**src/rtl/kfsi_pkg.sv**
```systemverilog
// Types and constants shared by the keyframe servo interpolator modules.
// No dependencies.
`default_nettype none
package kfsi_pkg;

  localparam int SV_W    = 5;
  localparam int KEY_W   = 6;
  localparam int POS_W   = 8;
  localparam int FRM_W   = 16;
  localparam int TRQ_W   = 8;
  localparam int ANG_W   = 17;
  localparam int MAG_W   = 24;
  localparam int STEP_W  = 25;
  localparam int QSHIFT  = 16;
  localparam int CFG_IW  = 1;
  localparam int CFG_DW  = 6;
  localparam int DIV_DW  = 24;
  localparam int DIV_VW  = 16;
  localparam int DIV_CW  = 5;

  localparam logic [MAG_W-1:0] STEP_LIM = MAG_W'(253 << QSHIFT);
  localparam logic [MAG_W-1:0] STEP_SAT = MAG_W'(254 << QSHIFT);
  localparam int POS_MAX   = 254;
  localparam int POS_MIN   = 1;
  localparam int POS_MID   = 127;
  localparam int ANG_SCALE = 270;

  typedef enum logic [1:0] {
    MODE_KEY   = 2'd0,
    MODE_HDR   = 2'd1,
    MODE_START = 2'd2,
    MODE_TICK  = 2'd3
  } mode_t;

  localparam logic [CFG_IW-1:0] CFG_SCENES = 1'b0;
  localparam logic [CFG_IW-1:0] CFG_SERVOS = 1'b1;

  typedef enum logic [3:0] {
    S_IDLE, S_TDEC, S_SRD, S_SDIFF, S_SDIV, S_SWR, S_IV, S_IVW,
    S_ERD, S_EMUL, S_ESUM, S_EOUT, S_FIN
  } state_t;

  typedef enum logic [3:0] {
    OP_NONE, OP_ACCEPT, OP_NEXT_FRAME, OP_NEXT_SCENE, OP_FINISH,
    OP_SDIV_START, OP_SWRITE, OP_IDIV_START, OP_ILATCH, OP_EMUL,
    OP_ESUM, OP_EADV
  } op_t;

  typedef struct packed {
    op_t  op;
    logic out_fin;
  } cmd_t;

  typedef struct packed {
    logic playing;
    logic frame_more;
    logic scene_more;
    logic div_done;
    logic step_end;
    logic emit_end;
  } status_t;

endpackage
`default_nettype wire

```
**src/rtl/kfsi_ctrl.sv**
```systemverilog
// Sequencing state machine of the interpolator.
// Depends on kfsi_pkg.
`default_nettype none
module kfsi_ctrl (
  input  wire                clk,
  input  wire                rst_n,
  input  wire                in_valid,
  input  wire [1:0]          in_mode,
  input  wire                out_ready,
  input  wire kfsi_pkg::status_t st,
  output logic               in_ready,
  output logic               out_valid,
  output kfsi_pkg::cmd_t     cmd
);
  import kfsi_pkg::*;

  state_t state_r, state_nxt;

  always_comb begin
    state_nxt = state_r;
    case (state_r)
      S_IDLE: begin
        if (in_valid) begin
          if (in_mode == MODE_START) begin
            state_nxt = S_SRD;
          end else if (in_mode == MODE_TICK && st.playing) begin
            state_nxt = S_TDEC;
          end
        end
      end
      S_TDEC: begin
        if (st.frame_more) begin
          state_nxt = S_IV;
        end else if (st.scene_more) begin
          state_nxt = S_SRD;
        end else begin
          state_nxt = S_FIN;
        end
      end
      S_SRD:   state_nxt = S_SDIFF;
      S_SDIFF: state_nxt = S_SDIV;
      S_SDIV: begin
        if (st.div_done) begin
          state_nxt = S_SWR;
        end
      end
      S_SWR:   state_nxt = st.step_end ? S_IV : S_SRD;
      S_IV:    state_nxt = S_IVW;
      S_IVW: begin
        if (st.div_done) begin
          state_nxt = S_ERD;
        end
      end
      S_ERD:   state_nxt = S_EMUL;
      S_EMUL:  state_nxt = S_ESUM;
      S_ESUM:  state_nxt = S_EOUT;
      S_EOUT: begin
        if (out_ready) begin
          state_nxt = st.emit_end ? S_IDLE : S_ERD;
        end
      end
      S_FIN: begin
        if (out_ready) begin
          state_nxt = S_IDLE;
        end
      end
      default: state_nxt = S_IDLE;
    endcase
  end

  always_comb begin
    in_ready    = 1'b0;
    out_valid   = 1'b0;
    cmd.op      = OP_NONE;
    cmd.out_fin = 1'b0;
    case (state_r)
      S_IDLE: begin
        in_ready = 1'b1;
        if (in_valid) begin
          cmd.op = OP_ACCEPT;
        end
      end
      S_TDEC: begin
        if (st.frame_more) begin
          cmd.op = OP_NEXT_FRAME;
        end else if (st.scene_more) begin
          cmd.op = OP_NEXT_SCENE;
        end else begin
          cmd.op = OP_FINISH;
        end
      end
      S_SDIFF: cmd.op = OP_SDIV_START;
      S_SWR:   cmd.op = OP_SWRITE;
      S_IV:    cmd.op = OP_IDIV_START;
      S_IVW: begin
        if (st.div_done) begin
          cmd.op = OP_ILATCH;
        end
      end
      S_EMUL:  cmd.op = OP_EMUL;
      S_ESUM:  cmd.op = OP_ESUM;
      S_EOUT: begin
        out_valid = 1'b1;
        if (out_ready && !st.emit_end) begin
          cmd.op = OP_EADV;
        end
      end
      S_FIN: begin
        out_valid   = 1'b1;
        cmd.out_fin = 1'b1;
      end
      default: cmd.op = OP_NONE;
    endcase
  end

  always_ff @(posedge clk) begin
    if (!rst_n) begin
      state_r <= S_IDLE;
    end else begin
      state_r <= state_nxt;
    end
  end
endmodule
`default_nettype wire

```
**config.mk**
```make
export PLATFORM = sky130hd
export DESIGN_NAME = kfsi_ctrl
export DESIGN_NICKNAME = d
export VERILOG_FILES = /design/src/rtl/kfsi_pkg.sv /design/src/rtl/kfsi_ctrl.sv
export SDC_FILE = /design/constraint.sdc
export NUM_CORES = 1
export LEC_CHECK = 0
export BUFFER_PORTS_ARGS = -buffer_cell sky130_fd_sc_hd__buf_2
export CAP_MARGIN = 20
export CORE_AREA = 3 3 40 42
export CTS_BUF_LIST = sky130_fd_sc_hd__clkbuf_16
export CTS_CLUSTER_SIZE = 12
export DETAILED_ROUTE_END_ITERATION = 8
export DIE_AREA = 0 0 43 45
export GPL_TIMING_DRIVEN = 0
export HOLD_SLACK_MARGIN = 0.02
export PLACE_DENSITY = 0.75
export SETUP_SLACK_MARGIN = 0.1
export SYNTH_ARGS = -nofsm -noshare
export SYNTH_HDL_FRONTEND = slang
export SYNTH_SLANG_ARGS = --single-unit
```
**constraint.sdc**
```tcl
create_clock -name clk -period 3.29 [get_ports clk]
set_input_delay 0.4935 -clock clk [delete_from_list [all_inputs] [get_ports clk]]
set_output_delay 0.4935 -clock clk [all_outputs]
set_load 0.005 [all_outputs]
```
# Yosys cells after proc, flatten, opt, wreduce, memory -nomap -nowiden
# Index checks and enable logic that the tools add are counted.
# word_totals
input_bits	12
register_bits	4
output_inout_bits	7
elab_cells	48
# classes
eq_ne	20
n_reduce_logical	6
n_mux	21
# op_table
op	n
$pmux 4 s13	1
$mux 4	12
$pmux 4 s9	1
$eq 4x4->1 const B	5
$eq 4x3->1 const B	4
$ne 2x2->1 const B	5
$mux 3	3
$eq 4x2->1 const B	2
$reduce_and 6->1	1
$eq 2x2->1 const B	2
$eq 4x1->1 const B	1
$logic_not 4->1	1
$mux 1	4
$ne 3x3->1 const B	1
$logic_and 1x1->1	2
$reduce_or 2->1	1
$logic_not 1->1	1

# Logic depth before layout (Yosys ltp)
# Gate-level depths: netlist of the first run.
# depth
ltp_word	6
ltp_mapped	7
mapped_depth_nobuf	5

# Least setup slack after synthesis of the first run
# Ideal clock, no wire load.
# synth_timing
kind	reg-to-output
start	register state_r[2]
end	output port cmd[2] (netlist bit)
t_arrival_ps	1210
path_stages_with_launch	7
path_buffers	2
setup_slack_ps	1586
cell_sequence	dfxtp_1 buf_2 buf_2 nor3_1 nor3_1 a31oi_1 o21ai_0
# synth_lines
item	line	source
start: declaration	kfsi_ctrl.sv:17	state_t state_r, state_nxt;
start signal: assignment	kfsi_ctrl.sv:120	state_r <= state_nxt;
end: declaration	kfsi_ctrl.sv:13	output kfsi_pkg::cmd_t cmd

==> summary.md, run 1 <==
| Metric | Value |
|---|---|
| Status | finished, final reports clean |
| Reg with most FFs | state_r |
| Routed len/inst | between 10 and 15 um |
| Worst-Skew Late Latency | 220 ps |
| Seq/Total Area, Yosys | 15.0% |
| Final Cycle Share | between 60% and 70% |
| Synth Register Bits | 4 |
| Top cell type by total area after synthesis | dfxtp_1 |
| Dpl cells | around 110 |
| CTS Buffer Depth | 2 |
| TritonCTS buffer count | 3 |
| EDFF count, synth | 0 |
| Post-Place Worst Slack | 1270 ps |
| Power Dens Cells | approximately 1000 nW/um^2 |
| Leak Pwr | around 0.33 nW |
| Clock Skew | around 1.3 ps |
| Clock Pin Slew Worst Setup and Hold Paths | roughly 30 ps |
| Initial antenna violation count | 0 |
| Endpoints failing hold | 0 |
| FF-to-FF setup slack | ~1600 ps |
| Core Area | about 1300 sq um |
| Drt drc | 0 |
| CP startpoint kind | flip-flop |
| GP Congestion | 0.804 |
| Worst slew pin tran | between 400 and 500 ps |
| Slew headroom | between 60% and 70% |
| Number of setup violations in the final report | 0 |
| Post-Route WL | roughly 1400 um |
| Post-synth top area share | 15.0% |
| Count of cell types in the netlist | 34 |
| TritonRoute pass-1 iters | 4 |
| First-pass GRT wire length | between 2000 and 2500 um |
| Syn_nets | between 80 and 90 |
| PnR worst setup slack | around 1000 ps |
| Largest net degree at the start of global routing | 11 |
| H-Tree Depth | 1 |
| Post-route insts no fill | between 100 and 150 |
| Worst setup EP type | output pin |
| Dpl cell area | 642 sq um |
| Root buf cell | clkbuf_16 |
| RSZ-0062 raised after global routing | false |
| DR iter-0 viols | 10 |
| Max cap viols | 0 |
| Die Wd | around 43 um |
| All-Layer GR Usage | between 10% and 20% |
| Pins Over Slew Limit | 0 |
| Final instance area | a little over 700 sq um |
| Fin util | 55.8% |
| Max VDD drop | 0.539 mV |
| Layout cells sized above 1 | between 20% and 30% |
| Crit Path Max Fanout | 10 |
| Ant diodes | 0 |
| Clock Sinks | 4 |
| Port bufs | 18 |
| CP Class | reg -> out |
| Cts repair resizes | 0 |
| Vias post-DR | between 600 and 700 |
| Final Critical Period | roughly 2300 ps |
| Initial Util | about two fifths |
| CTS Hold Buffers Added | 0 |
| Routed Antenna Nets | 0 |
| CTS tree | yes |
| Most used DFF post-synth | dfxtp_1 |
| Synth top area cells | dfxtp_1 15%, nand2_1 6.3%, a21oi_1 5.6% |
| Type of the worst min-delay path | in -> reg |
| Worst Path Arrival | between 1500 and 2000 ps |
| Area delta synth->final | 34.5% |
| Fmax | around 440 MHz |
| Max FFs per register | 4 |
| Row cnt | 13 |
| Worst endpoint required time | around 2800 ps |
| Ys async rst share | 0% |
| Setup_tns | 0 ps |
| Setup Buffers After CTS | 0 |
| Fin nets | between 100 and 150 |
| Global route total overflow | 0 |
| Syn Area/Cell | just over 7 sq um |
| Mapped cell area | between 500 and 600 sq um |
| Via/cell ratio | 5.70 |
| IO Pins | 19 |
| HPWL Detailed | 1060 um |
| Warnings, synthesis | 0 |
| Die height | roughly 45 um |
| Cells after Synth | 75 |
| Regs by FF count | state_r (4) |
| Die area | 1940 sq um |
| Number of global-route vias before repair | roughly 550 |
-- layer usage --
layer | track usage [%] | part of all wire (%) | wire length (um) | vias to the layer above
li1 | - | - | - | 324
met1 | 19.7 | 46 | 643 | 290
met2 | 26.9 | 49 | 693 | 17
met3 | 3.59 | 4.5 | 64 | 2
met4 | 3.61 | 0.85 | 12 | 0
met5 | 0 | 0 | 0 | -
-- logic make-up after synthesis --
group | after synthesis | synth area share (%)
muxes | 2 | 3.76
AOI/OAI and AO/OA | 27 | 37.1
buffers and inverters | 13 | 10.8
xor gates and xnor gates | 2 | 3.29
and+or+nand+nor | 27 | 30.0
DFF | 4 | 15.0
-- layout by cell type, fill, tap and decap left out, types with 3 or more instances in the layout --
cell and n:
clkbuf_16 3, nor2b_1 3, nor3_1 3, buf_2 22, nand2_1 9, o21ai_0 5
dfxtp_1 4, nor2_1 3, a21oi_1 6, inv_1 6
-- power breakdown --
part           internal (mW)  switching, mW  total (mW)
clock                  0.155         0.0312       0.186
sequential            0.0689         0.0256      0.0946
combinational          0.198          0.239       0.437
total                  0.422          0.296       0.718
-- layout make-up --
type                    instances  area, sq um
well taps                      15         18.8
plain buffers                   7         35.0
inverters                       6         22.5
flip-flops and latches          4         80.1
repair buffers                 18         90.1
clock buffers                   3         75.1
fillers                       138          568
multi-input cells              58          395
-- per-stage QoR --
stage / power (mW) / hold WS [ps]
2_1_floorplan: 0.423 / 611
3_3_place_gp: 0.521 / 762
3_5_place_dp: 0.530 / 758
4_1_cts: 0.721 / 528
5_1_grt: 0.776 / 555
6_report: 0.718 / 530
-- worst paths after layout --
| path | cells after the start | startpoint | end |
|---|---|---|---|
| setup / recovery | 8 | state_r[3] | cmd[1] |
| hold / removal | 2 | rst_n | state_r[3] |
| setup reg to reg | 5 | state_r[0] | state_r[3] |
| hold reg to reg | 3 | state_r[0] | state_r[0] |
-- synth_stat cells, drive strengths merged (2+ instances only) --
| master | instances |
|---|---|
| nand2 | 9 |
| a21oi | 6 |
| inv | 6 |
| buf | 5 |
| o21ai | 5 |
| dfxtp | 4 |
| nor2 | 3 |
| nor2b | 3 |
| nor3 | 3 |
| a221oi | 2 |
| a22oi | 2 |
| clkbuf | 2 |
| mux2i | 2 |
| nand3 | 2 |
| nor4 | 2 |
| nor4b | 2 |
| o22ai | 2 |
| xor2 | 2 |
-- critical path, stage by stage (launching register included) --
cell and delay [ps]:
dfxtp_1 290, buf_2 210, clkbuf_1 380, nor2_1 80, nand2_1 70, a21oi_1 70, a41oi_1 220, o22ai_1 110
buf_2 140
Power figures use the tool's default switching activity.
==> run 2, diff against run 1 <==
PLACE_DENSITY = 0.77   (was 0.75)
clock period = 2 ns   (was 3.29 ns; I/O delays follow)
==> run 2 against run 1 <==
Compared with the run above:
- worst hold slack got worse by 180 ps
- cell count rose by 2.7%
- total power rose by 81%
- clock-buffer cell count did not move
- final area rose by 9.1%
- combinational power rose by 90%
- register-to-register slack got worse by 1200 ps
- non-clock buffer count rose by 3
- sequential cell count did not move
- clock power rose by 68%
- first-iteration DRC count rose by 10%
- highest routed layer unchanged
==> summary.md, run 2 (same netlist as run 1, synthesis figures left out) <==
| Metric | Value |
|---|---|
| Status | finished, final reports clean (unchanged) |
| Most frequent cells in the layout | 18 x buf_2, 9 x nand2_1, 8 x buf_4, 6 x a21oi_1 (was 22 x buf_2, 9 x nand2_1, 6 x inv_1, 6 x a21oi_1, 5 x o21ai_0) |
| Root buf cell | clkbuf_16 (unchanged) |
| Regs by FF count | state_r (4) (unchanged) |
| Die Wd | 43 um (unchanged) |
| Leak Pwr | 0.354 nW (was 0.328 nW) |
| Worst Path Arrival | 1540 ps (was 1780 ps) |
| Final Critical Period | between 1500 and 2000 ps |
| Port bufs | 18 (unchanged) |
| Post-Route WL | 1560 um (was 1410 um) |
| First-pass GRT wire length | 2460 um (was 2330 um) |
| FF-to-FF setup slack | 440 ps (was 1640 ps) |
| Pins Over Slew Limit | 0 (unchanged) |
| Hold EP | state_r[3] (unchanged) |
| Final instance area | 782 sq um (was 717 sq um) |
| Reg with most FFs | state_r (unchanged) |
| Worst flop-to-flop path endpoint | state_r[0] (was state_r[3]) |
| Power Dens Cells | 1670 nW/um^2 (was 1000 nW/um^2) |
| Die area | 1940 sq um (unchanged) |
| Worst-Skew Late Latency | 220 ps (about the same) |
| Via/cell ratio | 5.83 (was 5.70) |
| Fin nets | 113 (was 110) |
| Worst endpoint required time | 1700 ps (was 2800 ps) |
| Max FFs per register | 4 (unchanged) |
| Most common cell after layout, fill and taps aside | buf_2 (unchanged) |
| Initial Util | 41.5% (unchanged) |
| Global route total overflow | 0 (unchanged) |
| Min-Delay Startpoint | rst_n (unchanged) |
| Clock Sinks | 4 (unchanged) |
| Number of setup violations in the final report | 0 (unchanged) |
| Crit-path slowest cell | dfxtp_1 (was clkbuf_1) |
| Dpl cell area | 642 sq um (unchanged) |
| Clock Pin Slew Worst Setup and Hold Paths | 30 ps (about the same) |
| HPWL Detailed | 1110 um (was 1060 um) |
| Fin util | 60.9% (was 55.8%) |
| Type of the worst min-delay path | in -> reg (unchanged) |
| DR iter-0 viols | 11 (was 10) |
| Max VDD drop | 0.919 mV (was 0.539 mV) |
| Crit-path cells | buf_4, clkinvlp_4, buf_4, nor3_1, a31oi_1, o21ai_0, buf_2 (was buf_2, clkbuf_1, nor2_1, nand2_1, a21oi_1, a41oi_1, o22ai_1, buf_2) |
| Core Area | 1280 sq um (unchanged) |
| Crit Path Max Fanout | 9 (was 10) |
| Worst setup EP type | output pin (unchanged) |
| CP Class | reg -> out (unchanged) |
| Die height | 45 um (unchanged) |
| Routed len/inst | 13.7 um (was 12.7 um) |
| Largest net degree at the start of global routing | 11 (unchanged) |
| Routed Antenna Nets | 0 (unchanged) |
| Worst slew pin tran | 426 ps (was 476 ps) |
| Area delta synth->final | 46.7% (was 34.5%) |
| Drt drc | 0 (unchanged) |
| All-Layer GR Usage | 16.9% (was 15.6%) |
| PnR worst setup slack | 159 ps (was 1020 ps) |
| Clock Skew | 1.07 ps (was 1.27 ps) |
| Ant diodes | 0 (unchanged) |
| RR Startpoint | state_r[0] (unchanged) |
| Vias post-DR | 665 (was 633) |
| TritonRoute pass-1 iters | 4 (unchanged) |
| Slew headroom | 71.4% (was 68.3%) |
| GP Congestion | 0.808 (was 0.804) |
| TritonCTS buffer count | 3 (unchanged) |
| IO Pins | 19 (unchanged) |
| Row cnt | 13 (unchanged) |
| Number of global-route vias before repair | 587 (was 549) |
| Final Cycle Share | 92.0% |
| Fmax | between 500 and 600 MHz |
| H-Tree Depth | 1 (unchanged) |
| CTS tree | yes (unchanged) |
| Worst Hold Depth | 2 (unchanged) |
| Peak per-stage delay on the critical path | 300 ps (was 380 ps) |
| Max cap viols | 0 (unchanged) |
| Setup_tns | 0 ps (unchanged) |
| RSZ-0062 raised after global routing | true (was false) |
| Endpoints failing hold | 0 (unchanged) |
| CTS Buffer Depth | 2 (unchanged) |
| Most used cell, CP | buf_4 (was buf_2) |
| Initial antenna violation count | 0 (unchanged) |
| Layout cells sized above 1 | 37.4% (was 29.2%) |
| Post-Place Worst Slack | 181 ps (was 1270 ps) |
| R2R cell count | 6 (was 5) |
| CP startpoint kind | flip-flop (unchanged) |
## run 2: cell type report
cell class | count | area [sq um]
inverter | 6 | 26.3
fill | 117 | 503
multi-input combinational | 58 | 410
buffer | 7 | 56.3
sequential | 4 | 82.6
tap | 15 | 18.8
clock buffer | 3 | 75.1
timing repair buffer | 21 | 113
## run 2: metrics by stage
step                      hold WS (ps)  power (mW)  instances
after floorplan                    418       0.697         75
after global placement             569       0.857        108
after detailed placement           579       0.874        108
final                              346        1.30        114
after CTS                          340        1.21        111
after global routing               356        1.40        114
## run 2: timing repair
| action | 4_1_cts | 5_1_grt |
|---|---|---|
| hold buffers | 0 | 0 |
| hold endpoints to repair | 0 | 0 |
| resized for setup | 3 | 17 |
| endpoints found under the setup margin | 3 | 4 |
| buffers inserted | 0 | 3 |
| pin swaps | 0 | 0 |
## run 2: routing by layer
metal | vias up | global-route usage (%) | routed length (um)
li1 | 330 | - | -
met1 | 314 | 19.4 | 627
met2 | 19 | 28.4 | 824
met3 | 2 | 4.78 | 88
met4 | 0 | 9.04 | 18
met5 | - | 0 | 0
## run 2: worst max path at each step
stage | start | endpoint | slack [ps] | cells past startpoint
final | state_r[0] | cmd[2] | 160 | 7
after global routing | state_r[3] | cmd[1] | 70 | 8
after CTS | state_r[3] | cmd[1] | 70 | 8
after detailed placement | state_r[3] | cmd[1] | 180 | 8
after global placement | state_r[3] | cmd[1] | 190 | 8
after floorplan | state_r[2] | cmd[2] | 490 | 6
## run 2: worst max-delay path: cells and delay by family (launching register included)
kind / cells / cell delay (ps)
buffers and inverters: 4 / 660
DFF: 1 / 300
AOI/OAI and AO/OA: 2 / 190
and+or+nand+nor: 1 / 170
## run 2: report_power, final
group / internal (mW) / total, mW / switching [mW] / leakage, nW
registers: 0.118 / 0.160 / 0.0418 / 0.0336
logic: 0.399 / 0.830 / 0.431 / 0.283
clock network: 0.256 / 0.313 / 0.0571 / 0.0370
total: 0.773 / 1.30 / 0.530 / 0.354
